==> config.mk <==
export PLATFORM = sky130hd
export DESIGN_NAME = btm_ram
export DESIGN_NICKNAME = d
export VERILOG_FILES = /design/src/rtl/btm_ram.sv
export SDC_FILE = /design/constraint.sdc
export NUM_CORES = 2
export LEC_CHECK = 0
export CAP_MARGIN = 20
export CORE_MARGIN = 2
export CORE_UTILIZATION = 33
export CTS_BUF_LIST = sky130_fd_sc_hd__clkbuf_8
export DETAILED_ROUTE_END_ITERATION = 8
export DONT_BUFFER_PORTS = 1
export GPL_TIMING_DRIVEN = 0
export PLACE_DENSITY = 0.55
export SYNTH_ARGS = -nofsm -noshare
export SYNTH_HDL_FRONTEND = slang
export SYNTH_SLANG_ARGS = --single-unit
==> constraint.sdc <==
create_clock -name clk -period 2.14 [get_ports clk]
set_input_delay 0.214 -clock clk [delete_from_list [all_inputs] [get_ports clk]]
set_output_delay 0.214 -clock clk [all_outputs]
set_load 0.02 [all_outputs]
==> src/rtl/btm_ram.sv <==
`timescale 1ns / 1ps
// ----------------------------------------------------------------------------
// btm_ram
// Generic single-write, single-read RAM with registered read data.
// ----------------------------------------------------------------------------
module btm_ram #(
  parameter int WIDTH = 8,
  parameter int DEPTH = 256
) (
  input  logic                     clk,
  input  logic                     we,
  input  logic [$clog2(DEPTH)-1:0] waddr,
  input  logic [WIDTH-1:0]         wdata,
  input  logic [$clog2(DEPTH)-1:0] raddr,
  output logic [WIDTH-1:0]         rdata
);

  logic [WIDTH-1:0] mem [DEPTH];

  always_ff @(posedge clk) begin
    if (we) begin
      mem[waddr] <= wdata;
    end
    rdata <= mem[raddr];
  end

endmodule

# Word-level counts from Yosys, hierarchy flattened

Memory sizes are Yosys's and may differ from the RTL's. A register that Yosys moved wholly into a read port is not among the register bits.
Index checks and enable logic that the tools add are counted.

Muxes and demuxes: 2

Operator list:

| cell    | count |
|---|---|
| $mux W1 | 2 |

Logic and storage cells: 3
RAM bits: 2048
Bits in registers: 0
Memories kept: 1

Memory list:

| memory | depth | bits a word | rd ports | clocked after Yosys merged registers in | wr ports | RTL line | text |
|---|---|---|---|---|---|---|---|
| mem    | 256   | 8           | 1        | 1                                       | 1        | 18       | `logic [WIDTH-1:0] mem [DEPTH];` |

# Longest topological paths before layout

Word-level depth: 2
Depth in mapped cells: 11
Depth with buffers taken out: 6

# Worst setup path before layout

Ideal clock, no wire load.

Kind: input to register
From: input port raddr[0]
To: register rdata[2] (read register of mem)
Buffers on the path: 4
Setup time: 0.131 ns
Stages: 9
Arrival: 2.021 ns
Slack: -0.012 ns
Cell sequence: buf_6 -> buf_12 -> buf_8 -> buf_2 -> mux4_2 -> a22oi_1 -> a21oi_1 -> nor4_1 -> nor4_2

RTL lines:

| item            | RTL line | text |
|---|---|---|
| start, declared | 14       | `input logic [$clog2(DEPTH)-1:0] raddr,` |
| end, declared   | 15       | `output logic [WIDTH-1:0] rdata` |

==> flow_summary.ini <==
[synthesis]
synth_top_family_by_area = multiplexers
ys_top_cells_by_count = 2048 x edfxtp_1, 454 x mux4_2, 282 x nor2_1
synthSimpleGateAreaFrac_pct = 2.63
syn_inst = 3733
synth_area_leader_cell = edfxtp_1
synth_nets = 3759
yosysWarnings = 0
synth_area_leaders = edfxtp_1 77%, mux4_2 13%, mux2i_1 1.7%
ys_seq_elements = 2056
synth.distinct_cells = 55
synth-seq-area-share_pct = 77.5
synthXorXnorAreaFrac_pct = 0
synth_compound_area_share_pct = 3.42
synth_adder_area_share_pct = 0
async_reset_ff_share_pct = 0
synth_edf_count = 2048
yosys.area.top_type_share_pct = 77.3
synthFlopType = edfxtp_1
synthMuxAreaShare_pct = 14.6
synth_area_sq_um = 79600
yosysMostFrequentCell = edfxtp_1
syn_avg_cell_area_sq_um = 21.3

[cts]
htreeDepth = 5
clk_latency_ns = 1.06
cts-buffers-inserted = 353
clockBufferDepth = 4
clock-sinks = 2056
clk_pin_slew_ns = 0.06
cts_tree = yes
clockRootBuffer = clkbuf_8

[critical_path]
startpoint_type = input pin
endpoint_kind = register
crit_fanout = 10
worstSetupPathType = input pin to register
required_ns = 3.02
worst_ep_arrival_time_ns = 3.45

[drt]
num_vias = 42173
drc = 0
drtAntennaViolNets = 0
routed_wirelength_um = 256000
first_iter_violations = 5465
vias_per_cell = 5.55
avgRoutedWirePerCell_um = 33.7
first_pass_iters = 6

[status]
failed_checks = negative hold slack, negative setup slack
status = complete, but fails checks

[timing]
hold_ws_ns = -0.678
clock.fmax_ghz = 0.389
min_period_over_period_pct = 120
finalHoldViolations = 1847
tightest_slew_ns = 1.28
rsz0062_at_grt = yes
max_slew_margin_pct = 15.0
finalMaxSlewViolations = 0
setup_viol = 324
finalClockSkew_ns = 0.0620
period_minus_slack_ns = 2.57
setup_slack_ns = -0.432

[global_routing]
first_global_vias = 41518
antenna_found_initial = 19
grt_max_degree = 257
grt-ovfl-total = 0
grt_pass1_wl_um = 346000
grt_use_total_pct = 20.6

[floorplanning]
chipHeight_um = 495
core_area_sq_um = 240000
num_io_pins = 34
initial_core_util_pct = 33.1
chipWidth_um = 495
rows = 180
die_area_sq_um = 245000

[cells_and_area]
fin_cells = 7597
register_area_sq_um = 61700
multi_input_area_sq_um = 18000
drive_gt1_share_pct = 30.6
area_growth_pct = 15.8
nets = 4167
n_fill_cell = 21765

[placement]
globalplace.congestion = 0.904
dpl.hpwl_um = 162000
dpl.cell_count = 6944
io_buffers = 0

[power]
powerDensity_nw_per_um2 = 882
irDropWorstVdd_mv = 0.671
p_leak_nw = 28.1
fin_total_pwr_w = 0.0813

[worst_hold_path]
hold_class = input pin to register

[run]
drv_cap = 0
-- path summary, 6_finish.rpt --
| path | from | to | slack, ns | depth (start not counted) |
|---|---|---|---|---|
| max | raddr[0] | rdata[0] | -0.43 | 11 |
| min | wdata[1] | mem[96][1] | -0.68 | 0 |
| max reg2reg | mem[82][0] | rdata[0] | -0.37 | 5 |
| min reg2reg | mem[242][4] | rdata[4] | 1.32 | 5 |
-- cell families (layout without fill, tap and decap cells) --
kind of cell / Yosys count / in the layout
flops: 2056 / 2056
mux: 591 / 591
simple gates: 466 / 466
compound gates: 385 / 385
buf+inv: 235 / 895
other cells: 0 / 19
-- area by class of cell --
type,count,area share [%]
clock buffers,364,5.44
plain buffers,233,1.78
diodes,19,0.0516
inverters,2,0.00815
well taps,3185,4.32
clock inverters,243,1.25
multi-input cells,1442,19.5
repair buffers,53,0.717
flip-flops and latches,2056,66.9
-- metrics by stage --
stage	cell area [sq um]	setup WS (ns)	TNS (ns)	hold WS, ns	util [%]
5_1_grt	92100	-0.353	-7.31	-0.737	38.4
6_report	92200	-0.432	-18.03	-0.678	38.4
3_5_place_dp	84000	-2.53	-2037.50	0.348	35.0
4_1_cts	91400	-0.393	-70.00	-0.740	38.1
3_3_place_gp	83600	-3.35	-2463.83	0.373	34.8
2_1_floorplan	79600	-0.00172	-0.00172	0.313	-
-- cells in the final DEF (no fill, tap or decap), types with 10 or more instances in the layout --
master         instances
buf_4                 48
clkbuf_2              37
buf_2                 33
o22ai_1               28
o211ai_1              10
diode_2               19
nor2_1                81
a211oi_1              14
nand2_1               32
mux4_2               454
clkbuf_4              14
a21oi_1               94
clkinv_1             109
nand3_1               31
clkinv_2              32
clkbuf_8             366
buf_1                 12
nor2_2               127
buf_6                 28
nor2b_1               28
dlygate4sd3_1         16
mux2i_1              134
o221ai_1              45
edfxtp_1            2048
nor2_4                74
a22oi_1              129
nor4_4                17
inv_1                 90
nand4_1               10
clkbuf_1              54
buf_8                 25
-- report_power, final --
part	switching, W	internal, W	total (W)
combinational	0.00287	0.00153	0.00439
clock	0.0160	0.0164	0.0324
sequential	0.0000741	0.0444	0.0445
-- state kept, by name (all words and copies together) (netlist names) --
| register | cells |
|---|---|
| mem | 2048 |
| rdata | 8 |
-- critical path, stage by stage --
cell     delay (ns)
buf_6          0.21
buf_8          0.25
buf_8          0.24
buf_8          0.22
buf_6          0.28
mux2i_1        0.25
o22ai_1        0.11
o21ai_0        0.45
nand3_1        0.25
nor4_2         0.78
nor4_4         0.17
-- what timing repair did --
| action | in CTS | in global routing |
|---|---|---|
| setup buffers | 2 | 2 |
| pin swaps | 16 | 7 |
| hold buffers | 13 | 4 |
| endpoints found under the setup margin | 1133 | 1431 |
| endpoints found under the hold margin | 2424 | 2176 |
| resized for setup | 305 | 178 |
-- layer usage --
layer	vias to the layer above	GRT usage [%]	wire length, um	part of all wire (%)
li1	16621	-	-	-
met1	22645	27.9	102000	40
met2	2397	32.3	119000	47
met3	506	4.75	24300	9.5
met4	4	7.49	10100	4.0
met5	-	0	27	0.011
Power figures use the tool's default switching activity.
