## config.mk

```make
export PLATFORM = sky130hd
export DESIGN_NAME = btm_seq
export DESIGN_NICKNAME = d
export VERILOG_FILES = /design/src/rtl/btm_pkg.sv /design/src/rtl/btm_seq.sv
export SDC_FILE = /design/constraint.sdc
export NUM_CORES = 1
export LEC_CHECK = 0
export ABC_AREA = 1
export BUFFER_PORTS_ARGS = -buffer_cell sky130_fd_sc_hd__buf_2
export CAP_MARGIN = 20
export CORE_MARGIN = 2
export CORE_UTILIZATION = 42
export DETAILED_ROUTE_END_ITERATION = 7
export HOLD_SLACK_MARGIN = 0.06
export PLACE_DENSITY_LB_ADDON = 0.05
export SYNTH_ARGS = -nofsm -noshare
export SYNTH_HDL_FRONTEND = slang
export SYNTH_SLANG_ARGS = --single-unit
```

## constraint.sdc

```tcl
create_clock -name clk -period 2.8 [get_ports clk]
set_input_delay 0.42 -clock clk [delete_from_list [all_inputs] [get_ports clk]]
set_output_delay 0.42 -clock clk [all_outputs]
set_load 0.1 [all_outputs]
```

## src/rtl/btm_pkg.sv

```systemverilog
`timescale 1ns / 1ps
// ----------------------------------------------------------------------------
// btm_pkg
// Shared sizes, command codes and the control and status structs passed
// between the tape machine datapath and its microcode sequencer.
// ----------------------------------------------------------------------------
package btm_pkg;

  localparam int TAPE_DEPTH = 32768;
  localparam int PROG_DEPTH = 4096;

  localparam int TAPE_AW = $clog2(TAPE_DEPTH);
  localparam int PROG_AW = $clog2(PROG_DEPTH);
  localparam int PLEN_W  = $clog2(PROG_DEPTH + 1);
  localparam int CMD_W   = 3;

  localparam int IN_TDATA_W  = 24;
  localparam int OUT_TDATA_W = 16;

  localparam logic FUNC_LOAD = 1'b0;
  localparam logic FUNC_EXEC = 1'b1;

  localparam logic [1:0] ERR_NONE  = 2'd0;
  localparam logic [1:0] ERR_OPEN  = 2'd1;
  localparam logic [1:0] ERR_CLOSE = 2'd2;

  typedef enum logic [CMD_W-1:0] {
    CMD_INC   = 3'd0,
    CMD_DEC   = 3'd1,
    CMD_LEFT  = 3'd2,
    CMD_RIGHT = 3'd3,
    CMD_OUT   = 3'd4,
    CMD_IN    = 3'd5,
    CMD_OPEN  = 3'd6,
    CMD_CLOSE = 3'd7
  } cmd_t;

  typedef enum logic [4:0] {
    UOP_NONE,
    UOP_CLEAR,
    UOP_ACCEPT,
    UOP_INC,
    UOP_DEC,
    UOP_LEFT,
    UOP_RIGHT,
    UOP_OUT,
    UOP_IN,
    UOP_FWD_INIT,
    UOP_BWD_INIT,
    UOP_SCAN_FWD,
    UOP_SCAN_BWD,
    UOP_J_DEC,
    UOP_J_TO_CMD,
    UOP_ERR_OPEN,
    UOP_ERR_CLOSE,
    UOP_CMD_INC,
    UOP_LOAD,
    UOP_EMIT
  } uop_t;

  typedef struct packed {
    uop_t uop;
    logic prd_scan;
  } ctrl_t;

  typedef struct packed {
    logic req;
    logic load;
    logic done;
    logic cell_nz;
    logic j_end;
    logic j_zero;
    logic fwd_go;
    logic bwd_go;
    logic out_free;
    logic clr_more;
    cmd_t opcode;
  } stat_t;

endpackage

```

## src/rtl/btm_seq.sv

```systemverilog
`timescale 1ns / 1ps
// ----------------------------------------------------------------------------
// btm_seq
// Microcode sequencer: a step counter walks a read-only control store, each
// word names a datapath micro-op and an optional conditional jump.
// ----------------------------------------------------------------------------
module btm_seq (
  input  logic           clk,
  input  logic           rst_n,
  input  btm_pkg::stat_t stat,
  output btm_pkg::ctrl_t ctrl
);
  import btm_pkg::*;

  localparam int UPC_W = 5;

  typedef logic [UPC_W-1:0] upc_t;

  typedef enum logic [3:0] {
    C_NEVER,
    C_ALWAYS,
    C_CLR_MORE,
    C_NO_REQ,
    C_LOAD,
    C_DONE,
    C_DISPATCH,
    C_CELL_NZ,
    C_CELL_Z,
    C_J_END,
    C_J_ZERO,
    C_FWD_GO,
    C_BWD_GO,
    C_OUT_FREE
  } cond_t;

  typedef struct packed {
    uop_t  uop;
    logic  prd_scan;
    cond_t cond;
    upc_t  target;
  } word_t;

  localparam upc_t U_CLR    = 5'd0;
  localparam upc_t U_IDLE   = 5'd1;
  localparam upc_t U_CHKLD  = 5'd2;
  localparam upc_t U_CHKDN  = 5'd3;
  localparam upc_t U_DECODE = 5'd4;
  localparam upc_t U_INC    = 5'd5;
  localparam upc_t U_DEC    = 5'd6;
  localparam upc_t U_LEFT   = 5'd7;
  localparam upc_t U_RIGHT  = 5'd8;
  localparam upc_t U_OUT    = 5'd9;
  localparam upc_t U_IN     = 5'd10;
  localparam upc_t U_OPEN   = 5'd11;
  localparam upc_t U_CLOSE  = 5'd12;
  localparam upc_t U_FOPEN  = 5'd13;
  localparam upc_t U_FLOOP  = 5'd14;
  localparam upc_t U_FSCAN  = 5'd15;
  localparam upc_t U_FHIT   = 5'd16;
  localparam upc_t U_FERR   = 5'd17;
  localparam upc_t U_BCLOSE = 5'd18;
  localparam upc_t U_BLOOP  = 5'd19;
  localparam upc_t U_BREAD  = 5'd20;
  localparam upc_t U_BSCAN  = 5'd21;
  localparam upc_t U_BHIT   = 5'd22;
  localparam upc_t U_BERR   = 5'd23;
  localparam upc_t U_ADV    = 5'd24;
  localparam upc_t U_LOAD   = 5'd25;
  localparam upc_t U_EMIT   = 5'd26;
  localparam upc_t U_EHOLD  = 5'd27;

  function automatic word_t mk(uop_t u, logic scan, cond_t c, upc_t t);
    word_t w;
    w.uop      = u;
    w.prd_scan = scan;
    w.cond     = c;
    w.target   = t;
    return w;
  endfunction

  function automatic word_t rom(upc_t a);
    word_t w;
    unique case (a)
      U_CLR:    w = mk(UOP_CLEAR,     1'b0, C_CLR_MORE, U_CLR);
      U_IDLE:   w = mk(UOP_ACCEPT,    1'b0, C_NO_REQ,   U_IDLE);
      U_CHKLD:  w = mk(UOP_NONE,      1'b0, C_LOAD,     U_LOAD);
      U_CHKDN:  w = mk(UOP_NONE,      1'b0, C_DONE,     U_EMIT);
      U_DECODE: w = mk(UOP_NONE,      1'b0, C_DISPATCH, U_INC);
      U_INC:    w = mk(UOP_INC,       1'b0, C_ALWAYS,   U_EMIT);
      U_DEC:    w = mk(UOP_DEC,       1'b0, C_ALWAYS,   U_EMIT);
      U_LEFT:   w = mk(UOP_LEFT,      1'b0, C_ALWAYS,   U_EMIT);
      U_RIGHT:  w = mk(UOP_RIGHT,     1'b0, C_ALWAYS,   U_EMIT);
      U_OUT:    w = mk(UOP_OUT,       1'b0, C_ALWAYS,   U_EMIT);
      U_IN:     w = mk(UOP_IN,        1'b0, C_ALWAYS,   U_EMIT);
      U_OPEN:   w = mk(UOP_FWD_INIT,  1'b0, C_ALWAYS,   U_FOPEN);
      U_CLOSE:  w = mk(UOP_BWD_INIT,  1'b0, C_ALWAYS,   U_BCLOSE);
      U_FOPEN:  w = mk(UOP_NONE,      1'b0, C_CELL_NZ,  U_ADV);
      U_FLOOP:  w = mk(UOP_NONE,      1'b1, C_J_END,    U_FERR);
      U_FSCAN:  w = mk(UOP_SCAN_FWD,  1'b0, C_FWD_GO,   U_FLOOP);
      U_FHIT:   w = mk(UOP_J_TO_CMD,  1'b0, C_ALWAYS,   U_EMIT);
      U_FERR:   w = mk(UOP_ERR_OPEN,  1'b0, C_ALWAYS,   U_EMIT);
      U_BCLOSE: w = mk(UOP_NONE,      1'b0, C_CELL_Z,   U_ADV);
      U_BLOOP:  w = mk(UOP_J_DEC,     1'b0, C_J_ZERO,   U_BERR);
      U_BREAD:  w = mk(UOP_NONE,      1'b1, C_NEVER,    U_BREAD);
      U_BSCAN:  w = mk(UOP_SCAN_BWD,  1'b0, C_BWD_GO,   U_BLOOP);
      U_BHIT:   w = mk(UOP_J_TO_CMD,  1'b0, C_ALWAYS,   U_EMIT);
      U_BERR:   w = mk(UOP_ERR_CLOSE, 1'b0, C_ALWAYS,   U_EMIT);
      U_ADV:    w = mk(UOP_CMD_INC,   1'b0, C_ALWAYS,   U_EMIT);
      U_LOAD:   w = mk(UOP_LOAD,      1'b0, C_ALWAYS,   U_EMIT);
      U_EMIT:   w = mk(UOP_EMIT,      1'b0, C_OUT_FREE, U_IDLE);
      U_EHOLD:  w = mk(UOP_NONE,      1'b0, C_ALWAYS,   U_EMIT);
      default:  w = mk(UOP_NONE,      1'b0, C_ALWAYS,   U_IDLE);
    endcase
    return w;
  endfunction

  upc_t  upc_r;
  upc_t  upc_nxt;
  word_t word;
  logic  take;

  assign word          = rom(upc_r);
  assign ctrl.uop      = word.uop;
  assign ctrl.prd_scan = word.prd_scan;

  always_comb begin
    unique case (word.cond)
      C_NEVER:    take = 1'b0;
      C_ALWAYS:   take = 1'b1;
      C_CLR_MORE: take = stat.clr_more;
      C_NO_REQ:   take = !stat.req;
      C_LOAD:     take = stat.load;
      C_DONE:     take = stat.done;
      C_DISPATCH: take = 1'b1;
      C_CELL_NZ:  take = stat.cell_nz;
      C_CELL_Z:   take = !stat.cell_nz;
      C_J_END:    take = stat.j_end;
      C_J_ZERO:   take = stat.j_zero;
      C_FWD_GO:   take = stat.fwd_go;
      C_BWD_GO:   take = stat.bwd_go;
      C_OUT_FREE: take = stat.out_free;
      default:    take = 1'b0;
    endcase

    if (word.cond == C_DISPATCH) begin
      upc_nxt = word.target + {{(UPC_W-CMD_W){1'b0}}, stat.opcode};
    end else if (take) begin
      upc_nxt = word.target;
    end else begin
      upc_nxt = upc_r + upc_t'(1);
    end
  end

  always_ff @(posedge clk) begin
    if (!rst_n) begin
      upc_r <= U_CLR;
    end else begin
      upc_r <= upc_nxt;
    end
  end

endmodule

```

== Word-level counts from Yosys, hierarchy flattened ==
Memory sizes are Yosys's and may differ from the RTL's. A register that Yosys moved wholly into a read port is not among the register bits.
Cells that the tools add are included.

* $add $sub $neg: 2
* Equal/unequal tests: 13
* Mux-type cells: 4
* Reductions and logical operators: 3

{| class="wikitable"
|+ Operators with widths
! operator !! count
|-
| $eq A4 B4 Y1 const B || 6
|-
| $eq A4 B3 Y1 const B || 4
|-
| $mux W5 || 3
|-
| $pmux W1 S12 || 1
|-
| $eq A4 B2 Y1 const B || 2
|-
| $add A5 B1 Y5 const B || 1
|-
| $add A5 B3 Y5 || 1
|-
| $eq A4 B1 Y1 const B || 1
|-
| $logic_not A1 Y1 || 2
|-
| $reduce_or A2 Y1 || 1
|}

* Register bits after elaboration: 5
* Bits in read-only memories: 480
* Input bits: 15
* Output and inout port bits: 6
* Memories: 1

{| class="wikitable"
|+ Memory list
! memory !! words !! width !! read ports !! clocked after Yosys merged registers in !! wr ports !! RTL line !! RTL
|-
| (name not given) || 32 || 15 || 1 || 1 || 0 || btm_seq.sv:83 || <nowiki>unique case (a)</nowiki>
|}

== Longest topological paths before layout ==
* Word-level depth: 6
* Depth in mapped cells: 19
* Gate-level depth less buffers: 18

== Least setup slack after synthesis ==
Ideal clock, no wire load.

* Path kind: input port to flip-flop
* Start point: input port stat[0] (netlist bit)
* End point: register, netlist name word[12]
* Library setup time: 0.122 ns
* Arrival time: 2.251 ns
* Slack: 0.427 ns
* Stages: 10
* Path buffers: 0
* Path through: ha_1 fa_1 o21ai_0 inv_1 nand2_1 inv_1 ha_1 or2_2 o211ai_2 o21ai_1

* Word-level cells in the longest chain between the ends: 3

{| class="wikitable"
|+ RTL lines
! item !! RTL line !! RTL
|-
| from (decl) || btm_seq.sv:10 || <nowiki>input btm_pkg::stat_t stat,</nowiki>
|-
| $add A5 B3 Y5 || btm_seq.sv:146 || <nowiki>upc_nxt = word.target + {{(UPC_W-CMD_W){1'b0}}, stat.opcode};</nowiki>
|-
| $mux W5 || btm_seq.sv:145 || <nowiki>if (word.cond == C_DISPATCH) begin</nowiki>
|-
| $mux W5 (no line) || n/a ||
|}

Every way passes these cells.
A chain may end at the register's enable or synchronous reset.

== Worst setup path after layout ==
* Start point: register, netlist name word[5]
* End point: register, netlist name word[12]

* Word-level cells in the longest chain between the ends: 6
* Elaborated cells on any way between the ends: 18
* Those cells by class: eq/ne: 13; mux: 4; reduce/logical: 1

{| class="wikitable"
|+ RTL lines
! item !! RTL line !! RTL
|-
| $eq A4 B3 Y1 or $eq A4 B1 Y1 (tied branches) || btm_seq.sv:127, btm_seq.sv:145 ||
|-
| $reduce_or A2 Y1 (no line) || n/a ||
|-
| $pmux W1 S12 || btm_seq.sv:127 || <nowiki>unique case (word.cond)</nowiki>
|-
| $mux W5 || btm_seq.sv:147 || <nowiki>end else if (take) begin</nowiki>
|-
| $mux W5 * || btm_seq.sv:145 ||
|-
| $mux W5 (no line) * || n/a ||
|}

Every way passes the cells marked *; elsewhere a longest branch is shown, timed or not.

==> results by group <==
Synthesis
  – Post-Syn Area per Cell: 6.662 µm²
  – Seq/Total Area, Yosys: between 20% and 30%
  – Area fraction of the dominant cell type after synthesis: 22.94%
  – Post-synth top flop: dfxtp_1
  – EDFF count, synth: 0
  – Syn_nets: between 200 and 300
  – Post-synthesis cell type count: 34
  – Yosys reg bits: 20
  – Netlist Area Pre-Place: 0.001745 mm²
  – Mapped Cells: 262
  – Area contributors post-synth: dfxtp_1 (23%), nand2_1 (19%), nand3_1 (10%)
  – Dominant cell type by area after synthesis: dfxtp_1
  – Async set or reset register ratio after synthesis: 0%
  – Ys Warns: 0

Timing
  – TNS Setup: 0 ns
  – Skew final: 0.001415 ns
  – RSZ-0062 raised after global routing: false
  – Slew HR: 67.77%
  – Number of setup violations in the final report: 0
  – Fin crit share: 91.14%
  – Fin. max-slew vios: 0
  – Fin Hold WS: 0.7320 ns
  – Final min period: 2.552 ns
  – Worst slew pin tran: 0.4867 ns
  – Endpoints failing hold: 0
  – Worst setup margin: 0.2482 ns
  – Max Freq: approximately 390 MHz

GRT
  – First-pass GRT wire length: 6203 µm
  – Grt ovf: 0
  – Vias in the first global route: 1417
  – Total track usage: 17.57%
  – Initial antenna violation count: 0
  – Largest net degree at the start of global routing: 20

Route
  – Final wirelength: between 3000 and 4000 µm
  – Detailed-route via count: between 1500 and 2000
  – Vias per inst: between 4 and 5
  – Initial DRC count: 78
  – DR pass1 iterations: 4
  – Per-cell routed wire length: between 10 and 15 µm
  – Residual DRC count: 0
  – DRT antenna net count: 0

Critical path
  – Worst Path Class, Setup: register to register
  – Worst Path Required: 2.95 ns
  – Worst path max stage delay: 0.52 ns
  – Crit-path cells: inv_2, nand2_2, nor2_2, nor2_2, nand2_2, nor2_8, nand2_4, nand2_1, nand3_1, nand2_1, inv_1, ha_1, or2_2, o211ai_2, o21ai_1
  – Worst Setup EP: word[12]$_DFF_P_
  – Reg-to-Reg Start: word[5]$_DFF_P_
  – Worst R2R Path Depth: 15
  – Setup crit start: word[5]$_DFF_P_
  – Critical path arrival: 2.70 ns
  – Critical path's slowest cell: dfxtp_1
  – Worst R2R Setup Slack: 0.25 ns
  – Crit Reg-Reg Endpoint: word[12]$_DFF_P_
  – CP endpoint kind: register
  – Crit path max fanout: 9
  – Critical path startpoint category: register

CTS
  – CTS root buf: clkbuf_8
  – Setup repair bufs after CTS: 0
  – Clk sinks: 20
  – Hold buffers post-CTS: 0
  – CTS Buffer Depth: 2
  – Clk slew on worst S/H paths: 0.07 ns
  – Total CTS buffers: 3
  – Gates resized, CTS repair: 0
  – CTS tree: done
  – Htree depth: 1
  – Clk_lat worst skew: 0.26 ns

Die
  – I/O pin count: 21
  – Die area: 0.004687 mm²
  – Chip Width: 68.47 µm
  – Initial Util: 43.63%
  – Rows: 23
  – Die height: 68.47 µm
  – Total core area: roughly 0.0040 mm²

Power
  – Reg power frac: roughly a fifth
  – Worst VDD drop: ~0.53 mV
  – LEAKAGE: 1.091 nW
  – Pint: about 0.0011 W
  – PnR Total Power: approximately 0.0024 W
  – Clock Power Share: around an eighth
  – Comb power frac: around 67%
  – Switching part of the total: 52.71%
  – Switching power: between 0.001 and 0.0015 W
  – Power density over cell area: 1241 mW/mm²

Finish
  – Most frequent cells in the layout: nand2_1 (89), nand3_1 (36), inv_1 (28), buf_2 (20), dfxtp_1 (20)
  – Net count, final: 309
  – # fillers: 415
  – Final Util: between 40 and 50%
  – N_diodes: 0
  – Layout cell share with drive strength beyond 1: 19.42%
  – Most common cell after layout, fill and taps aside: nand2_1
  – Layout area overhead: 9.033%

Place
  – GPL Wtd Cong: 0.8484
  – DP Worst Slack: 0.1702 ns
  – Half-perimeter wire length after placement: about 3100 µm
  – Buffers on Ports: 20

Run status
  – Status: finished clean

Min path
  – Worst min path class: primary input to register
  – Hold Crit Start: rst_n

Flow run
  – Max Cap Violations: 0
power by group through the flow:
stage	Clock (W)	Combinational, W	Sequential (W)
floorplan	0	0.00138	0.000450
global placement	0	0.00160	0.000500
detailed placement	0	0.00158	0.000499
CTS	0.000288	0.00159	0.000492
global route	0.000298	0.00179	0.000505
finish	0.000287	0.00159	0.000489
registers in the layout, indices dropped and copies added, names as in the netlist:
register,flops
upc_r,5
word,15
cells in the mapped netlist (all sizes together), types with 3 or more instances:
cell,n
inv,33
nor2,14
dfxtp,20
buf,13
nand3b,3
a21oi,5
xnor2,3
o21ai,9
ha,14
nand2,96
nand3,40
worst min path at each step:
stage                     cells past startpoint                   to  slack [ns]
after floorplan                               4  upc_r[0]$_SDFF_PN0_        0.67
after global placement                        4  upc_r[2]$_SDFF_PN0_        0.78
after detailed placement                      4  upc_r[2]$_SDFF_PN0_        0.78
after CTS                                     5  upc_r[1]$_SDFF_PN0_        0.73
after global routing                          5  upc_r[1]$_SDFF_PN0_        0.79
final                                         5  upc_r[1]$_SDFF_PN0_        0.73
metal layers:
metal / vias up / wire length (µm) / GRT usage (%) / share of wire (%)
met4: 0 / 49 / 6.000 / 1.3
met3: 5 / 156 / 2.632 / 4.1
met5: - / 0 / 0 / 0
met2: 36 / 1735 / 27.76 / 45
li1: 851 / - / - / -
met1: 716 / 1904 / 24.16 / 50
worst max-delay path: cells and delay by family (launching register included):
family / cells / cell delay, ns
buf+inv: 2 / 0.18
compound gates: 2 / 0.26
simple gates: 10 / 1.23
flops: 1 / 0.52
fa+ha+maj: 1 / 0.24
per-stage QoR:
step / cells / area (µm²)
finish: 328 / 1903
CTS: 328 / 1903
floorplan: 262 / 1745
detailed placement: 324 / 1832
global placement: 324 / 1832
global route: 328 / 1903
kinds of logic after synthesis:
family                   synth area share [%]
AO/OA/AOI/OAI                           6.596
XOR/XNOR                                2.509
AND/OR/NAND/NOR                         43.15
flip-flops                              22.94
buffers and inverters                   13.62
adder cells (fa/ha/maj)                 11.18
layout make-up:
class / instances / area, µm² / share of cell area, %
clock buffer: 3 / 41.29 / 2.170
inverter: 33 / 123.9 / 6.509
tap: 50 / 62.56 / 3.287
multi-input combinational: 196 / 1107 / 58.19
sequential: 20 / 400.4 / 21.04
clock inverter: 1 / 30.03 / 1.578
timing repair buffer: 25 / 137.6 / 7.232
Note: power is estimated with default switching activity, not from simulation.
